**config.mk**
```make
export PLATFORM = sky130hd
export DESIGN_NAME = des_key_schedule
export DESIGN_NICKNAME = d
export VERILOG_FILES = /design/src/rtl/dks_pkg.sv /design/src/rtl/dks_front.sv /design/src/rtl/dks_round.sv /design/src/rtl/dks_outq.sv /design/src/rtl/des_key_schedule.sv
export SDC_FILE = /design/constraint.sdc
export NUM_CORES = 1
export LEC_CHECK = 0
export ABC_AREA = 0
export ABC_CLOCK_PERIOD_IN_PS = 12700
export BUFFER_PORTS_ARGS = -buffer_cell sky130_fd_sc_hd__clkbuf_2
export CELL_PAD_IN_SITES_DETAIL_PLACEMENT = 2
export CELL_PAD_IN_SITES_GLOBAL_PLACEMENT = 2
export CORE_MARGIN = 2
export CORE_UTILIZATION = 47
export CTS_CLUSTER_SIZE = 30
export DETAILED_ROUTE_END_ITERATION = 16
export GPL_ROUTABILITY_DRIVEN = 1
export PLACE_DENSITY = 0.85
export SYNTH_ARGS = -nofsm -noshare
export SYNTH_HDL_FRONTEND = slang
export SYNTH_SLANG_ARGS = --single-unit
export TNS_END_PERCENT = 1
```
**constraint.sdc**
```tcl
create_clock -name i_clk -period 12.7 [get_ports i_clk]
set_input_delay 1.27 -clock i_clk [delete_from_list [all_inputs] [get_ports i_clk]]
set_output_delay 1.27 -clock i_clk [all_outputs]
set_load 0.02 [all_outputs]
```
**src/rtl/dks_pkg.sv**
```systemverilog
// DES key schedule package: shared types, permutation tables and helpers.
// No dependencies; used by every module of the key schedule.
package dks_pkg;

    localparam int HALF_W   = 28;
    localparam int KEY_W    = 64;
    localparam int SUBKEY_W = 48;
    localparam int ROUND_W  = 4;
    localparam logic [ROUND_W-1:0] LAST_ROUND = 4'd15;

    // Rounds that rotate by two places; each round has its own bit, LSB first.
    localparam logic [15:0] ROT_TWO = 16'b0111_1110_1111_1100;

    localparam logic [6:0] PC1_TAB [56] = '{
        7'd57, 7'd49, 7'd41, 7'd33, 7'd25, 7'd17, 7'd9,
        7'd1,  7'd58, 7'd50, 7'd42, 7'd34, 7'd26, 7'd18,
        7'd10, 7'd2,  7'd59, 7'd51, 7'd43, 7'd35, 7'd27,
        7'd19, 7'd11, 7'd3,  7'd60, 7'd52, 7'd44, 7'd36,
        7'd63, 7'd55, 7'd47, 7'd39, 7'd31, 7'd23, 7'd15,
        7'd7,  7'd62, 7'd54, 7'd46, 7'd38, 7'd30, 7'd22,
        7'd14, 7'd6,  7'd61, 7'd53, 7'd45, 7'd37, 7'd29,
        7'd21, 7'd13, 7'd5,  7'd28, 7'd20, 7'd12, 7'd4
    };

    localparam logic [5:0] PC2_TAB [48] = '{
        6'd14, 6'd17, 6'd11, 6'd24, 6'd1,  6'd5,
        6'd3,  6'd28, 6'd15, 6'd6,  6'd21, 6'd10,
        6'd23, 6'd19, 6'd12, 6'd4,  6'd26, 6'd8,
        6'd16, 6'd7,  6'd27, 6'd20, 6'd13, 6'd2,
        6'd41, 6'd52, 6'd31, 6'd37, 6'd47, 6'd55,
        6'd30, 6'd40, 6'd51, 6'd45, 6'd33, 6'd48,
        6'd44, 6'd49, 6'd39, 6'd56, 6'd34, 6'd53,
        6'd46, 6'd42, 6'd50, 6'd36, 6'd29, 6'd32
    };

    typedef struct packed {
        logic [HALF_W-1:0] c;
        logic [HALF_W-1:0] d;
    } t_halves;

    typedef struct packed {
        logic [ROUND_W-1:0]  round_index;
        logic [SUBKEY_W-1:0] subkey;
        logic                last;
    } t_result;

    // Key permutation: key bits count from the MSB; parity bits drop out.
    function automatic t_halves pc1(input logic [KEY_W-1:0] key);
        logic [2*HALF_W-1:0] r;
        int i;
        r = '0;
        for (i = 0; i < 2*HALF_W; i++) begin
            r[2*HALF_W-1-i] = key[KEY_W - int'(PC1_TAB[i])];
        end
        return t_halves'(r);
    endfunction

    // Subkey compression over C:D.
    function automatic logic [SUBKEY_W-1:0] pc2(input t_halves h);
        logic [2*HALF_W-1:0] j;
        logic [SUBKEY_W-1:0] r;
        int i;
        j = h;
        r = '0;
        for (i = 0; i < SUBKEY_W; i++) begin
            r[SUBKEY_W-1-i] = j[2*HALF_W - int'(PC2_TAB[i])];
        end
        return r;
    endfunction

    // 28-bit left rotation by one or two places.
    function automatic logic [HALF_W-1:0] rot(input logic [HALF_W-1:0] v, input logic two);
        logic [HALF_W-1:0] r;
        if (two) begin
            r = {v[HALF_W-3:0], v[HALF_W-1:HALF_W-2]};
        end else begin
            r = {v[HALF_W-2:0], v[HALF_W-1]};
        end
        return r;
    endfunction

endpackage

```
**src/rtl/dks_front.sv**
```systemverilog
// Key schedule front end: takes keys, applies the initial key permutation and
// holds the C/D halves in a two-entry queue for the round engine. Uses dks_pkg.
module dks_front (
    input  logic                    i_clk,
    input  logic                    i_rst_n,
    input  logic                    push,
    output logic                    full,
    input  logic [dks_pkg::KEY_W-1:0] i_key,
    output logic                    o_valid,
    output dks_pkg::t_halves        o_halves,
    input  logic                    i_take
);

    dks_pkg::t_halves r_mem [2];
    logic             r_wr_ptr, n_wr_ptr;
    logic             r_rd_ptr, n_rd_ptr;
    logic [1:0]       r_count, n_count;
    logic             wr_en, rd_en;

    assign full     = (r_count == 2'd2);
    assign o_valid  = (r_count != 2'd0);
    assign o_halves = r_mem[r_rd_ptr];
    assign wr_en    = push && !full;
    assign rd_en    = i_take && o_valid;

    always_comb begin
        n_wr_ptr = r_wr_ptr ^ wr_en;
        n_rd_ptr = r_rd_ptr ^ rd_en;
        n_count  = r_count + {1'b0, wr_en} - {1'b0, rd_en};
    end

    always_ff @(posedge i_clk) begin
        if (!i_rst_n) begin
            r_wr_ptr <= 1'b0;
            r_rd_ptr <= 1'b0;
            r_count  <= 2'd0;
        end else begin
            r_wr_ptr <= n_wr_ptr;
            r_rd_ptr <= n_rd_ptr;
            r_count  <= n_count;
        end
    end

    always_ff @(posedge i_clk) begin
        if (wr_en) begin
            r_mem[r_wr_ptr] <= dks_pkg::pc1(i_key);
        end
    end

endmodule

```
**src/rtl/dks_round.sv**
```systemverilog
// Key schedule round engine: rotates C/D once per cycle unless the result queue is
// full, and issues one compressed subkey per round. Uses dks_pkg.
module dks_round (
    input  logic             i_clk,
    input  logic             i_rst_n,
    input  logic             i_valid,
    input  dks_pkg::t_halves i_halves,
    output logic             o_take,
    input  logic             i_out_full,
    output logic             o_issue,
    output dks_pkg::t_result o_result
);

    dks_pkg::t_halves            r_h, n_h;
    logic [dks_pkg::ROUND_W-1:0] r_round, n_round;
    logic                        r_busy, n_busy;
    dks_pkg::t_halves            rotated;
    logic                        is_last;

    always_comb begin
        rotated.c = dks_pkg::rot(r_h.c, dks_pkg::ROT_TWO[r_round]);
        rotated.d = dks_pkg::rot(r_h.d, dks_pkg::ROT_TWO[r_round]);
        is_last   = (r_round == dks_pkg::LAST_ROUND);
        o_issue   = r_busy && !i_out_full;

        o_result.round_index = r_round;
        o_result.subkey      = dks_pkg::pc2(rotated);
        o_result.last        = is_last;

        n_h     = r_h;
        n_round = r_round;
        n_busy  = r_busy;
        o_take  = 1'b0;

        if (!r_busy || (o_issue && is_last)) begin
            // idle, or finishing a key: start the next one without a gap
            if (i_valid) begin
                o_take  = 1'b1;
                n_h     = i_halves;
                n_round = '0;
                n_busy  = 1'b1;
            end else begin
                n_busy  = 1'b0;
            end
        end else if (o_issue) begin
            n_h     = rotated;
            n_round = r_round + 1'b1;
        end
    end

    always_ff @(posedge i_clk) begin
        if (!i_rst_n) begin
            r_busy  <= 1'b0;
            r_round <= '0;
        end else begin
            r_busy  <= n_busy;
            r_round <= n_round;
        end
    end

    always_ff @(posedge i_clk) begin
        r_h <= n_h;
    end

endmodule

```
**src/rtl/dks_outq.sv**
```systemverilog
// Key schedule result queue: two-entry buffer between the round engine and
// the consumer; the engine stalls only while both entries are full. Uses dks_pkg.
module dks_outq (
    input  logic             i_clk,
    input  logic             i_rst_n,
    input  logic             i_write,
    input  dks_pkg::t_result i_result,
    output logic             o_full,
    output logic             empty,
    input  logic             pop,
    output dks_pkg::t_result o_result
);

    dks_pkg::t_result r_mem [2];
    logic             r_wr_ptr, r_rd_ptr;
    logic [1:0]       r_count;
    logic             wr_en, rd_en;

    assign o_full   = (r_count == 2'd2);
    assign empty    = (r_count == 2'd0);
    assign o_result = r_mem[r_rd_ptr];
    assign wr_en    = i_write && !o_full;
    assign rd_en    = pop && !empty;

    always_ff @(posedge i_clk) begin
        if (!i_rst_n) begin
            r_wr_ptr <= 1'b0;
            r_rd_ptr <= 1'b0;
            r_count  <= 2'd0;
        end else begin
            r_wr_ptr <= r_wr_ptr ^ wr_en;
            r_rd_ptr <= r_rd_ptr ^ rd_en;
            r_count  <= r_count + {1'b0, wr_en} - {1'b0, rd_en};
        end
    end

    always_ff @(posedge i_clk) begin
        if (wr_en) begin
            r_mem[r_wr_ptr] <= i_result;
        end
    end

endmodule

```
**src/rtl/des_key_schedule.sv**
```systemverilog
// DES key schedule top level: one key request in, sixteen subkeys out.
// A taken key goes to the engine's C/D register; subkeys then enter the result queue
// one round a cycle unless it is full, and the next key loads as the last one issues.
// A two-entry key queue and a two-entry result queue decouple both sides.
// Reset (synchronous, active low) empties both queues and idles the engine.
// Depends on dks_pkg, dks_front, dks_round, dks_outq.
module des_key_schedule (
    input  logic                        i_clk,
    input  logic                        i_rst_n,
    // key requests
    input  logic                        push,
    output logic                        full,
    input  logic [dks_pkg::KEY_W-1:0]   i_key,
    // subkey results
    output logic                        empty,
    input  logic                        pop,
    output logic [dks_pkg::ROUND_W-1:0] o_round_index,
    output logic [dks_pkg::SUBKEY_W-1:0] o_subkey,
    output logic                        o_last
);

    logic             key_valid;
    dks_pkg::t_halves key_halves;
    logic             key_take;
    logic             out_full;
    logic             issue;
    dks_pkg::t_result eng_result;
    dks_pkg::t_result head;

    // Front: key permutation on intake, queued halves wait for the engine.
    dks_front u_front (
        .i_clk    (i_clk),
        .i_rst_n  (i_rst_n),
        .push     (push),
        .full     (full),
        .i_key    (i_key),
        .o_valid  (key_valid),
        .o_halves (key_halves),
        .i_take   (key_take)
    );

    // Back: one rotation plus subkey compression per unstalled cycle; the next key is
    // loaded in the same cycle the final subkey issues, so keys run without a gap.
    dks_round u_round (
        .i_clk      (i_clk),
        .i_rst_n    (i_rst_n),
        .i_valid    (key_valid),
        .i_halves   (key_halves),
        .o_take     (key_take),
        .i_out_full (out_full),
        .o_issue    (issue),
        .o_result   (eng_result)
    );

    // Result queue: the engine runs while the consumer holds results, until full.
    dks_outq u_outq (
        .i_clk    (i_clk),
        .i_rst_n  (i_rst_n),
        .i_write  (issue),
        .i_result (eng_result),
        .o_full   (out_full),
        .empty    (empty),
        .pop      (pop),
        .o_result (head)
    );

    assign o_round_index = head.round_index;
    assign o_subkey      = head.subkey;
    assign o_last        = head.last;

endmodule
```
==> metrics <==
CP startpoint kind=flop; largest net degree at the start of global routing=~80; Routed WL=between 20,000 and 30,000 microns; sequential share of the synthesized area=0.744; Rows=between 50 and 60; Main synth FF type=edfxtp_1; final hold viol count=0; Hold Crit Class=flop to flop; setup TNS=0 ns; Worst Path Arrival=2.44 ns; clock-pin slew on the worst setup and hold paths=roughly 0.06 ns; H-tree depth=1; hold_buf cts=0; wire per inst=roughly 26 microns; CP max FO=31; die area=0.0257 sq mm; Antenna Violating Nets Remaining=0; CP Class=flop to output port; met3 wire length=952 microns; postcts setup bufs=0; Remaining DRCs=0; die span in x=160 microns; CP required=between 10 and 15 ns; Pwr per Cell Area=257 mW/mm^2; Static Leakage=approximately 4.7 nW; initial antenna violation count=0; Area Overhead vs Synth=17.0%; layout cells sized above 1=0.348; count of buffers from port buffering=roughly 110; HPWL Detailed=17,300 microns; Max-slew headroom=0.266; VDD IR-drop max=around 0.00014 V; initial core utilization=0.475; status=completed; Clock Sinks=290; Fillers=between 2,000 and 2,500; number of synthesized register bits=290; ant diodes=0; clock skew=approximately 0.011 ns; top routing layer in use=met4; switching share of power=0.327; R2R setup slack=9.23 ns; Post-Synthesis Cells=669; P_int=roughly 0.0023 W; Max Freq=between 0.2 and 0.3 GHz; met1 wire length=about 12,000 microns; Synth async-reset ratio=0; gr usage total=0.231; syn_area_per_cell=17.2 sq um; CTS max path bufs=3; Clock power frac=0.268; Gates resized, CTS repair=0; nets=about 870; RSZ-0062 raised after global routing=false; synth unique cells=35; EDFF count, synth=274; Psw=0.00113 W; Congestion Overflow GR=0; die height=about 160 microns; synthesized cell area=between 0.01 and 0.015 sq mm; max-cap check violation count=0; total CTS buffers=30; vias in the first global route=roughly 7,100; routed wl met2=about 16,000 microns; Seq pwr share=0.461; final setup violation count=0; Final Wtd Congestion=0.774; DRT Pass-1 Iters=4; CORE AREA=0.0242 sq mm; Slew Viols, Final=0; minimum clock period=around 3.7 ns; CTS tree=built; Worst Setup End Kind=output port; CTS root buffer=clkbuf_16; Ports=about 120; Gate power share=0.271; Via-to-Cell Ratio=about 5.4; first-pass GRT wire length=around 45,000 microns; net count after synthesis=between 700 and 800; drt first-iter violations=343; Hold WS=between 0.5 and 0.6 ns; Worst-Skew Late Latency=0.56 ns; Vias=6,177; final period utilization=0.292; Synth warnings=0; Worst-Margin Slew=1.10 ns
==> kinds of logic after synthesis <==
logic type / Yosys count / share of synthesized area
DFF: 290 / 0.744
muxes: 157 / 0.148
AOI/OAI and AO/OA: 76 / 0.0389
and+or+nand+nor: 86 / 0.0377
buffers and inverters: 43 / 0.0151
xor gates and xnor gates: 8 / 0.00610
adders and majority gates: 9 / 0.00981
==> synthesized netlist by cell type, drive strengths merged, types with 2 or more instances <==
cell type  number  area share
edfxtp        274        0.72
nor2b          19       0.011
dfxtp          16       0.028
a21boi          2      0.0023
nand2           2     0.00065
a22o            2      0.0015
buf             9      0.0040
xnor2           7      0.0053
nand3           2      0.0013
inv             9      0.0029
clkbuf         25      0.0082
mux2i          56       0.049
mux2          101       0.099
o21ai           2      0.0012
a21oi          57       0.025
nor2           52       0.017
and2            7      0.0038
a211oi          9      0.0059
ha              9      0.0098
==> placed cells by master, fill, tap and decap left out, types with 2 or more instances in the layout <==
| cell type | n |
|---|---|
| edfxtp_1 | 274 |
| clkbuf_2 | 114 |
| mux2_2 | 101 |
| mux2i_1 | 56 |
| a21oi_1 | 56 |
| nor2_1 | 52 |
| clkbuf_16 | 31 |
| nor2b_1 | 18 |
| dfxtp_1 | 13 |
| inv_1 | 9 |
| a211oi_1 | 9 |
| buf_4 | 8 |
| xnor2_1 | 7 |
| and2_1 | 7 |
| clkinv_2 | 6 |
| ha_1 | 5 |
| clkbuf_1 | 5 |
| clkinv_1 | 5 |
| ha_2 | 4 |
| clkbuf_8 | 4 |
| bufinv_16 | 4 |
| nand2_1 | 2 |
| a22o_1 | 2 |
| dfxtp_2 | 2 |
==> power groups by stage <==
stage	sequential, W	clock [W]	combinational (W)
2_1_floorplan	0.00151	0	0.000655
3_3_place_gp	0.00156	0	0.000837
3_5_place_dp	0.00160	0	0.000916
4_1_cts	0.00159	0.000940	0.000953
5_1_grt	0.00162	0.000967	0.00101
6_report	0.00159	0.000924	0.000936
==> through the flow <==
step | area, sq um | setup slack (ns) | instances | util | power [W]
floorplan | 11500 | 8.66 | 669 | - | 0.00216
global placement | 12400 | 9.57 | 1081 | 0.513 | 0.00240
detailed placement | 12400 | 9.51 | 1081 | 0.513 | 0.00252
CTS | 13400 | 8.93 | 1137 | 0.556 | 0.00349
global route | 13400 | 8.85 | 1137 | 0.556 | 0.00360
finish | 13400 | 8.99 | 1137 | 0.556 | 0.00345
==> sequential cells by signal, summed over array words and instances, names as in the netlist, named ones only <==
name,cells
u_outq.r_count,2
u_front.r_rd_ptr,1
u_round.r_h,56
u_outq.r_wr_ptr,1
u_round.r_busy,1
u_front.r_count,2
u_front.r_wr_ptr,1
u_outq.r_rd_ptr,1
u_round.r_round,4
u_front.r_mem,112
u_outq.r_mem,106
==> final timing paths <==
kind / start / depth (start not counted) / end
worst max-delay path: flop / 3 / o_subkey[1]
worst min-delay path: u_round.r_round[3]$_SDFFE_PN0N_ / 0 / u_outq.r_mem[0][52]$_DFFE_PP_
worst max register to register: u_round.r_round[0]$_SDFFE_PN0N_ / 11 / u_front.r_count[1]$_SDFF_PN0_
worst min register to register: u_round.r_round[3]$_SDFFE_PN0N_ / 0 / u_outq.r_mem[0][52]$_DFFE_PP_
==> area by class of cell <==
| type | instances | area [sq um] | area share |
|---|---|---|---|
| clock buffers | 40 | 850 | 0.0632 |
| clock inverters | 16 | 176 | 0.0131 |
| repair buffers | 122 | 631 | 0.0469 |
| flip-flops and latches | 290 | 8550 | 0.637 |
| inverters | 9 | 33.8 | 0.00251 |
| multi-input cells | 336 | 2790 | 0.208 |
| well taps | 324 | 405 | 0.0302 |
==> critical path, stage by stage, from the launching register on <==
cell      delay, ns
dfxtp_2        0.75
buf_4          0.53
mux2_2         0.42
clkbuf_2       0.16
==> per-layer routing <==
layer / GRT usage / vias to the layer above
met4: 0.0729 / 0
met1: 0.279 / 3180
met2: 0.427 / 147
met5: 0 / -
li1: - / 2793
met3: 0.0333 / 57
Note: power is estimated with default switching activity, not from simulation.
